File: src/tfb_pkg.sv
// Shared types, constants and the CRC-16/CCITT-FALSE byte update for the
// telemetry frame builder. No dependencies.
package tfb_pkg;

   // CRC-16/CCITT-FALSE
   localparam logic [15:0] CrcInit = 16'hFFFF;
   localparam logic [15:0] CrcPoly = 16'h1021;
   localparam logic [15:0] CrcTop  = 16'h8000;

   // Control/status register file
   localparam int unsigned CsrIndexW = 2;
   localparam logic [CsrIndexW-1:0] CsrSyncFirst  = CsrIndexW'(0);
   localparam logic [CsrIndexW-1:0] CsrSyncSecond = CsrIndexW'(1);
   localparam logic [7:0] SyncFirstReset  = 8'hAA;
   localparam logic [7:0] SyncSecondReset = 8'hAF;

   // Default depth of the command queue between front and back
   localparam int unsigned QueueDepthDefault = 4;

   // Byte emission steps of the back end; ST_NEXT means the head command
   // has not started yet
   typedef enum logic [2:0] {
      ST_NEXT,
      ST_SYNC_A,
      ST_SYNC_B,
      ST_ID,
      ST_LEN,
      ST_DATA,
      ST_CRC_LO,
      ST_CRC_HI
   } step_type;

   // One classified input item, as handed from front to back
   typedef struct packed {
      logic       start;
      logic       has_data;
      logic       finish;
      logic [7:0] sync_a;
      logic [7:0] sync_b;
      logic [7:0] frame_id;
      logic [7:0] payload_len;
      logic [7:0] data_byte;
   } cmd_type;

   // Advance the CRC by one byte, MSB first
   function automatic logic [15:0] crc_byte(input logic [15:0] crc, input logic [7:0] b);
      logic [15:0] c;
      c = crc ^ {b, 8'h00};
      for (int i = 0; i < 8; i++) begin
         if ((c & CrcTop) != 16'h0000) begin
            c = {c[14:0], 1'b0} ^ CrcPoly;
         end else begin
            c = {c[14:0], 1'b0};
         end
      end
      return c;
   endfunction

endpackage

File: src/telemetry_frame_builder_crc16.sv
// Top level of the telemetry frame builder with CRC-16/CCITT-FALSE.
// Joins front end, command queue and back end. Depends on tfb_pkg.
//
//  channel  | direction | handshake          | payload
//  ---------+-----------+--------------------+-----------------------------------
//  req_     | in        | req_valid/stall    | frame_id, payload_len, data_byte
//  rsp_     | out       | rsp_valid/stall    | out_byte, run_last, frame_last
//  csr_     | in        | csr_valid/ready    | index (0 sync_first, 1 sync_second)
//
// The output emits one byte per cycle unless rsp_stall holds it; that port
// sets the rate. Input is taken every cycle while the command queue has
// room; each item passes through a queue entry and then the output register.
// Reset is synchronous and clears the control state and valid flags; queue
// entries and output payload are not reset, and no clearing pass is needed.
// Either side may stall independently; the queue absorbs the difference.
module telemetry_frame_builder_crc16
   import tfb_pkg::*;
#(
   parameter int unsigned QueueDepth = QueueDepthDefault
)
(
   input  logic                 clock,
   input  logic                 reset,
   input  logic                 req_valid,
   output logic                 req_stall,
   input  logic [7:0]           req_frame_id,
   input  logic [7:0]           req_payload_len,
   input  logic [7:0]           req_data_byte,
   output logic                 rsp_valid,
   input  logic                 rsp_stall,
   output logic [7:0]           rsp_out_byte,
   output logic                 rsp_run_last,
   output logic                 rsp_frame_last,
   input  logic                 csr_valid,
   output logic                 csr_ready,
   input  logic [CsrIndexW-1:0] csr_index,
   input  logic [7:0]           csr_wdata
);

   logic    queue_full;
   logic    push;
   cmd_type push_cmd;
   logic    pop;
   logic    head_valid;
   cmd_type head_cmd;

   tfb_front u_front (
      .clock           (clock),
      .reset           (reset),
      .req_valid       (req_valid),
      .req_stall       (req_stall),
      .req_frame_id    (req_frame_id),
      .req_payload_len (req_payload_len),
      .req_data_byte   (req_data_byte),
      .csr_valid       (csr_valid),
      .csr_ready       (csr_ready),
      .csr_index       (csr_index),
      .csr_wdata       (csr_wdata),
      .queue_full      (queue_full),
      .push            (push),
      .push_cmd        (push_cmd)
   );

   tfb_queue #(
      .Depth (QueueDepth)
   ) u_queue (
      .clock      (clock),
      .reset      (reset),
      .push       (push),
      .push_cmd   (push_cmd),
      .full       (queue_full),
      .pop        (pop),
      .head_valid (head_valid),
      .head_cmd   (head_cmd)
   );

   tfb_back u_back (
      .clock          (clock),
      .reset          (reset),
      .head_valid     (head_valid),
      .head_cmd       (head_cmd),
      .pop            (pop),
      .rsp_valid      (rsp_valid),
      .rsp_stall      (rsp_stall),
      .rsp_out_byte   (rsp_out_byte),
      .rsp_run_last   (rsp_run_last),
      .rsp_frame_last (rsp_frame_last)
   );

endmodule

File: src/tfb_front.sv
// Front end of the frame builder: sync registers, frame tracking and
// classification of each input byte into a command. Depends on tfb_pkg.
module tfb_front
   import tfb_pkg::*;
(
   input  logic                 clock,
   input  logic                 reset,
   input  logic                 req_valid,
   output logic                 req_stall,
   input  logic [7:0]           req_frame_id,
   input  logic [7:0]           req_payload_len,
   input  logic [7:0]           req_data_byte,
   input  logic                 csr_valid,
   output logic                 csr_ready,
   input  logic [CsrIndexW-1:0] csr_index,
   input  logic [7:0]           csr_wdata,
   input  logic                 queue_full,
   output logic                 push,
   output cmd_type              push_cmd
);

   logic [7:0] sync_first_ff,  sync_first_in;
   logic [7:0] sync_second_ff, sync_second_in;
   logic       in_frame_ff,    in_frame_in;
   logic [7:0] bytes_left_ff,  bytes_left_in;

   // Register writes are always taken
   assign csr_ready = 1'b1;

   always_comb begin
      sync_first_in  = sync_first_ff;
      sync_second_in = sync_second_ff;
      if (csr_valid) begin
         if (csr_index == CsrSyncFirst) begin
            sync_first_in = csr_wdata;
         end else if (csr_index == CsrSyncSecond) begin
            sync_second_in = csr_wdata;
         end
      end
   end

   // Hold off input while the queue is full
   assign req_stall = queue_full;
   assign push      = req_valid && !queue_full;

   // Classify the byte and advance frame tracking
   always_comb begin
      push_cmd.start       = !in_frame_ff;
      push_cmd.sync_a      = sync_first_ff;
      push_cmd.sync_b      = sync_second_ff;
      push_cmd.frame_id    = req_frame_id;
      push_cmd.payload_len = req_payload_len;
      push_cmd.data_byte   = req_data_byte;
      push_cmd.has_data    = 1'b1;
      push_cmd.finish      = 1'b0;
      in_frame_in          = in_frame_ff;
      bytes_left_in        = bytes_left_ff;
      if (!in_frame_ff) begin
         if (req_payload_len == 8'd0) begin
            // empty frame: header then CRC, data byte dropped
            push_cmd.has_data = 1'b0;
            push_cmd.finish   = 1'b1;
            bytes_left_in     = 8'd0;
         end else begin
            push_cmd.finish = (req_payload_len == 8'd1);
            bytes_left_in   = req_payload_len - 8'd1;
            in_frame_in     = (req_payload_len != 8'd1);
         end
      end else begin
         push_cmd.finish = (bytes_left_ff == 8'd1);
         bytes_left_in   = bytes_left_ff - 8'd1;
         in_frame_in     = (bytes_left_ff != 8'd1);
      end
   end

   always_ff @(posedge clock) begin
      if (reset) begin
         sync_first_ff  <= SyncFirstReset;
         sync_second_ff <= SyncSecondReset;
         in_frame_ff    <= 1'b0;
         bytes_left_ff  <= 8'd0;
      end else begin
         sync_first_ff  <= sync_first_in;
         sync_second_ff <= sync_second_in;
         if (push) begin
            in_frame_ff   <= in_frame_in;
            bytes_left_ff <= bytes_left_in;
         end
      end
   end

endmodule

File: src/tfb_queue.sv
// Short command queue between front and back ends of the frame builder.
// Depends on tfb_pkg for the command type.
module tfb_queue
   import tfb_pkg::*;
#(
   parameter int unsigned Depth = QueueDepthDefault
)
(
   input  logic    clock,
   input  logic    reset,
   input  logic    push,
   input  cmd_type push_cmd,
   output logic    full,
   input  logic    pop,
   output logic    head_valid,
   output cmd_type head_cmd
);

   localparam int unsigned PtrW = (Depth > 1) ? $clog2(Depth) : 1;
   localparam int unsigned CntW = $clog2(Depth + 1);

   cmd_type             entry_ff [Depth];
   logic [PtrW-1:0]     wr_ptr_ff, wr_ptr_in;
   logic [PtrW-1:0]     rd_ptr_ff, rd_ptr_in;
   logic [CntW-1:0]     count_ff,  count_in;

   assign full       = (count_ff == CntW'(Depth));
   assign head_valid = (count_ff != '0);
   assign head_cmd   = entry_ff[rd_ptr_ff];

   // Advance pointers with wrap at the depth
   always_comb begin
      wr_ptr_in = wr_ptr_ff;
      rd_ptr_in = rd_ptr_ff;
      count_in  = count_ff;
      if (push) begin
         wr_ptr_in = (wr_ptr_ff == PtrW'(Depth - 1)) ? '0 : wr_ptr_ff + PtrW'(1);
      end
      if (pop) begin
         rd_ptr_in = (rd_ptr_ff == PtrW'(Depth - 1)) ? '0 : rd_ptr_ff + PtrW'(1);
      end
      if (push && !pop) begin
         count_in = count_ff + CntW'(1);
      end else if (pop && !push) begin
         count_in = count_ff - CntW'(1);
      end
   end

   always_ff @(posedge clock) begin
      if (reset) begin
         wr_ptr_ff <= '0;
         rd_ptr_ff <= '0;
         count_ff  <= '0;
      end else begin
         wr_ptr_ff <= wr_ptr_in;
         rd_ptr_ff <= rd_ptr_in;
         count_ff  <= count_in;
      end
   end

   // Store the command at the write pointer
   always_ff @(posedge clock) begin
      if (push) begin
         entry_ff[wr_ptr_ff] <= push_cmd;
      end
   end

`ifndef SYNTHESIS
   a_count_bound: assert property (@(posedge clock) disable iff (reset)
      count_ff <= CntW'(Depth))
      else $error("queue count beyond depth");
   a_pop_nonempty: assert property (@(posedge clock) disable iff (reset)
      pop |-> count_ff != '0)
      else $error("pop from empty queue");
   a_push_grows: assert property (@(posedge clock) disable iff (reset)
      push && !pop |=> count_ff == $past(count_ff) + CntW'(1))
      else $error("queue count did not grow on push");
`endif

endmodule

File: src/tfb_back.sv
// Back end of the frame builder: steps through each queued command one
// output byte per cycle while the output is not stalled, keeps the running
// CRC and drives the output register. Depends on tfb_pkg.
module tfb_back
   import tfb_pkg::*;
(
   input  logic       clock,
   input  logic       reset,
   input  logic       head_valid,
   input  cmd_type    head_cmd,
   output logic       pop,
   output logic       rsp_valid,
   input  logic       rsp_stall,
   output logic [7:0] rsp_out_byte,
   output logic       rsp_run_last,
   output logic       rsp_frame_last
);

   step_type    state_ff, state_in;
   step_type    cur_step, step_after;
   logic [15:0] crc_ff, crc_in, crc_base;
   logic        rsp_valid_ff, rsp_valid_in;
   logic [7:0]  out_byte_ff, out_byte_in;
   logic        run_last_ff, run_last_in;
   logic        frame_last_ff, frame_last_in;
   logic        out_load;
   logic        emit;
   logic        last_step;

   // Output register takes a new byte when empty or being drained
   assign out_load = !rsp_valid_ff || !rsp_stall;
   assign emit     = head_valid && out_load;

   // Step of the head command that goes out now
   always_comb begin
      if (state_ff == ST_NEXT) begin
         cur_step = head_cmd.start ? ST_SYNC_A : ST_DATA;
      end else begin
         cur_step = state_ff;
      end
   end

   always_comb begin
      case (cur_step)
         ST_SYNC_A: step_after = ST_SYNC_B;
         ST_SYNC_B: step_after = ST_ID;
         ST_ID:     step_after = ST_LEN;
         ST_LEN:    step_after = head_cmd.has_data ? ST_DATA : ST_CRC_LO;
         ST_DATA:   step_after = head_cmd.finish ? ST_CRC_LO : ST_NEXT;
         ST_CRC_LO: step_after = ST_CRC_HI;
         ST_CRC_HI: step_after = ST_NEXT;
         default:   step_after = ST_NEXT;
      endcase
   end

   assign last_step = (step_after == ST_NEXT);

   // Next state
   always_comb begin
      state_in = emit ? step_after : state_ff;
   end

   // Outputs of the sequencer: byte, flags, CRC and pop
   always_comb begin
      crc_base = (cur_step == ST_SYNC_A) ? CrcInit : crc_ff;
      case (cur_step)
         ST_SYNC_A: out_byte_in = head_cmd.sync_a;
         ST_SYNC_B: out_byte_in = head_cmd.sync_b;
         ST_ID:     out_byte_in = head_cmd.frame_id;
         ST_LEN:    out_byte_in = head_cmd.payload_len;
         ST_DATA:   out_byte_in = head_cmd.data_byte;
         ST_CRC_LO: out_byte_in = crc_ff[7:0];
         ST_CRC_HI: out_byte_in = crc_ff[15:8];
         default:   out_byte_in = head_cmd.data_byte;
      endcase
      case (cur_step)
         ST_CRC_LO: crc_in = crc_ff;
         ST_CRC_HI: crc_in = CrcInit;
         default:   crc_in = crc_byte(crc_base, out_byte_in);
      endcase
      run_last_in   = last_step;
      frame_last_in = (cur_step == ST_CRC_HI);
      pop           = emit && last_step;
      if (emit) begin
         rsp_valid_in = 1'b1;
      end else if (out_load) begin
         rsp_valid_in = 1'b0;
      end else begin
         rsp_valid_in = rsp_valid_ff;
      end
   end

   always_ff @(posedge clock) begin
      if (reset) begin
         state_ff     <= ST_NEXT;
         crc_ff       <= CrcInit;
         rsp_valid_ff <= 1'b0;
      end else begin
         state_ff     <= state_in;
         rsp_valid_ff <= rsp_valid_in;
         if (emit) begin
            crc_ff <= crc_in;
         end
      end
   end

   // Payload of the output register
   always_ff @(posedge clock) begin
      if (emit) begin
         out_byte_ff   <= out_byte_in;
         run_last_ff   <= run_last_in;
         frame_last_ff <= frame_last_in;
      end
   end

   assign rsp_valid      = rsp_valid_ff;
   assign rsp_out_byte   = out_byte_ff;
   assign rsp_run_last   = run_last_ff;
   assign rsp_frame_last = frame_last_ff;

`ifndef SYNTHESIS
   a_frame_end_is_run_end: assert property (@(posedge clock) disable iff (reset)
      rsp_valid_ff && frame_last_ff |-> run_last_ff)
      else $error("frame end without run end");
   a_crc_reinit: assert property (@(posedge clock) disable iff (reset)
      emit && cur_step == ST_CRC_HI |=> crc_ff == CrcInit)
      else $error("CRC not reinitialised after frame end");
   a_head_held: assert property (@(posedge clock) disable iff (reset)
      state_ff != ST_NEXT |-> head_valid)
      else $error("command left the queue before its last byte");
`endif

endmodule
File: config.mk
export PLATFORM = sky130hd
export DESIGN_NAME = telemetry_frame_builder_crc16
export DESIGN_NICKNAME = d
export VERILOG_FILES = /design/src/tfb_pkg.sv /design/src/telemetry_frame_builder_crc16.sv /design/src/tfb_front.sv /design/src/tfb_queue.sv /design/src/tfb_back.sv
export SDC_FILE = /design/constraint.sdc
export NUM_CORES = 1
export LEC_CHECK = 0
export BUFFER_PORTS_ARGS = -buffer_cell sky130_fd_sc_hd__buf_2
export CAP_MARGIN = 20
export CORE_UTILIZATION = 50
export DETAILED_ROUTE_END_ITERATION = 7
export PLACE_DENSITY = 0.67
export SETUP_SLACK_MARGIN = 0.5
export SYNTH_ARGS = -nofsm -noshare
export SYNTH_HDL_FRONTEND = slang
export SYNTH_SLANG_ARGS = --single-unit
export TNS_END_PERCENT = 1
File: constraint.sdc
create_clock -name clock -period 8 [get_ports clock]
set_input_delay 2 -clock clock [delete_from_list [all_inputs] [get_ports clock]]
set_output_delay 2 -clock clock [all_outputs]
set_load 0.005 [all_outputs]
==> results.cfg <==
[grt]
grtUsageMet1 = 0.283
grt_busiest_layer = met2
grt_max_degree = 58
grt.overflow.total = 0
grt_use_met2 = 0.367
antenna_found_initial = 0
grt_use_met3 = 0.0286
grt_pass1_wl_um = 34900
grt.total_usage = 0.212
grt_pass1_vias = 6360

[setup_path]
path_cells = mux2i_1 > a221oi_2 > buf_4 > nor2b_1 > nor4_1 > inv_1 > ha_1 > inv_1 > fa_1 > xor2_1 > or3_1 > a21oi_1
cp.arrival_ns = 4.25
crit_fanout = 57
cp-start-kind = flop
cp_slowest_stage_delay_ns = 1.01
cp_top_family = flip-flops
crit_type = reg -> reg
path_buf_inv = 3
end_kind = flop
cp_common_cell = inv_1
slowest_stage = dfxtp_4
required_ns = 8.44

[power_and_ir_drop]
internal_power_w = 0.00303
power.share.switching = 0.324
clock_power_share = 0.280
p_sw_w = 0.00145
p_comb_frac = 0.344
power_density_nw_per_um2 = 384
vdd_drop_max_mv = 0.179
p_leak_nw = 3.99
seqPwrFrac = 0.376

[placed_design]
port_buffers = 50
place.gp.congestion = 0.834
place_inst = 996
place_hpwl_um = 14000

[synth]
syn_inst = 702
synth_edf_count = 182
synth_area_um2 = 10300
synth_fp_nets = 753
synth-main-ff-cell = edfxtp_1
yosysSeqAreaShare = 0.638
ys_types = 75
async_reset_ff_frac = 0
yosysWarnings = 0
syn_avg_cell_area_um2 = 14.6
ys_seq_elements = 236

[finish]
drive_gt1_frac = 0.230
final_common_cell = edfxtp_1
final_nets = 806
final_core_util = 0.579
layout_common_cells = edfxtp_1 (182), dfxtp_1 (52), buf_2 (50)
instances_no_fill = 1045
antenna_cells = 0
area_growth_pct = 13.9

[routing]
drt-wirelength-per-cell_um = 21.2
drtPass1Iterations = 5
drc = 0
routed_wl_um = 22200
num_vias = 6245
vias_per_cell = 5.98
ant_nets = 0
drtIter0Drc = 434

[sta]
holdWs_ns = 0.482
period_minus_slack_ns = 3.82
rsz0062_at_grt = false
worst_slew_pin_slew_ns = 1.00
slew-limit-headroom = 0.333
skew_ns = 0.0120
fin_setup_tns_ns = 0
period_share = 0.477
hold_violations = 0
setup_viol = 0
finalMaxSlewViolations = 0
max_freq_mhz = 262

[floorplanning]
die-area_um2 = 21100
die-height_um = 145
ioPinCount = 52
start_util = 0.508
die_x_um = 145
rows = 52
core-area_um2 = 20200

[clock_tree]
cts_hold_buffers = 0
cts_tree = yes
cts_sinks = 236
post_cts_resized = 0
cts_max_level = 1
cts_buffers = 26
cts_setup_buffers = 0
clkTransAtPathRegs_ns = 0.06
insertion_delay_ns = 0.52
cts_buffer_depth = 3
root_buffer = clkbuf_16

[hold_path]
hold_path_class = reg -> reg

[outcome]
outcome = finished clean

[run]
maxCapViolCount = 0
==> metal layers <==
| metal | up-vias | share of wire |
|---|---|---|
| met3 | 35 | 0.045 |
| met5 | - | 0 |
| met4 | 0 | 0.018 |
| met1 | 3157 | 0.43 |
| li1 | 2866 | - |
| met2 | 187 | 0.51 |
==> logic make-up (layout without fill, tap and decap cells) <==
logic type                 after synthesis  in the layout  share of synthesized area
DFF                                    236            236                      0.638
and+or+nand+nor                        211            211                      0.113
AOI/OAI and AO/OA                      113            113                     0.0852
muxes                                   68             68                      0.107
buffers and inverters                   46            119                     0.0218
xor gates and xnor gates                15             15                     0.0195
adders and majority gates               12             12                     0.0154
other                                    1              1                   0.000366
==> power by group through the flow <==
| stage | Sequential (W) | Clock [W] | Combinational, W |
|---|---|---|---|
| after global placement | 0.00171 | 0 | 0.00148 |
| after CTS | 0.00170 | 0.00127 | 0.00152 |
| final | 0.00168 | 0.00126 | 0.00154 |
| after global routing | 0.00171 | 0.00132 | 0.00165 |
| after detailed placement | 0.00172 | 0 | 0.00151 |
| after floorplan | 0.00160 | 0 | 0.00125 |
==> cell type report <==
type | instances | area, µm²
clock buffers | 35 | 746
multi-input cells | 420 | 3500
flip-flops and latches | 236 | 6550
repair buffers | 58 | 323
inverters | 13 | 48.8
well taps | 270 | 338
fillers | 1608 | 8490
clock inverters | 13 | 176
==> final timing paths <==
path / from / to / slack (ns) / cells after the start
worst max-delay path: flop / u_queue.count_ff[2] / 4.18 / 12
worst min-delay path: u_front.bytes_left_ff[6] / u_front.bytes_left_ff[6] / 0.48 / 2
worst max register to register: flop / u_queue.count_ff[2] / 4.18 / 12
worst min register to register: u_front.bytes_left_ff[6] / u_front.bytes_left_ff[6] / 0.48 / 2
==> worst reg2reg max path: cells and delay by family (launching register included) <==
| kind | cells | cell delay (ns) |
|---|---|---|
| and+or+nand+nor | 3 | 0.97 |
| muxes | 1 | 0.23 |
| xor gates and xnor gates | 1 | 0.09 |
| AOI/OAI and AO/OA | 2 | 0.46 |
| DFF | 1 | 1.01 |
| buffers and inverters | 3 | 0.54 |
| adders and majority gates | 2 | 0.44 |
==> cell usage after synthesis, drive strengths merged, types with 5 or more instances <==
cell    number  area [µm²]
o21ai       11        55.1
or3          8        50.1
clkbuf      12        45.0
xnor3        5         113
and3         6        37.5
nand3        5        25.0
nor3        14        75.1
nand2b      12        75.1
a221oi       6        52.6
ha          11         138
mux4        31         698
or4          5        48.8
xnor2        6        52.6
buf         21         130
nor4b        8        70.1
inv         12        45.0
mux2i       16         160
dfxtp       54        1080
nor2b       13        81.3
a21oi       23         115
nand2       45         169
nand3b       9        67.6
a31oi        5        31.3
and2         6        37.5
mux2        21         236
nor2        49         184
edfxtp     182        5470
nor4        12        81.3
==> per-stage QoR <==
| step | power [W] | cell area (µm²) | worst slack [ns] |
|---|---|---|---|
| 5_1_grt | 0.00469 | 11700 | 3.86 |
| 2_1_floorplan | 0.00285 | 10300 | 4.04 |
| 3_5_place_dp | 0.00323 | 10700 | 3.79 |
| 6_report | 0.00448 | 11700 | 4.18 |
| 3_3_place_gp | 0.00319 | 10700 | 3.88 |
| 4_1_cts | 0.00448 | 11700 | 4.03 |
==> sequential cells by signal (all words and copies together), names as in the netlist, 2 cells and up, named ones only <==
| name | count |
|---|---|
| u_queue.wr_ptr_ff | 2 |
| u_front.sync_first_ff | 8 |
| u_back.crc_ff | 16 |
| u_queue.entry_ff | 172 |
| u_front.sync_second_ff | 8 |
| u_front.bytes_left_ff | 8 |
| u_back.state_ff | 3 |
| u_queue.count_ff | 3 |
| u_back.rsp_out_byte | 8 |
| u_queue.rd_ptr_ff | 2 |
No activity file was read; power rests on OpenSTA's default activity.
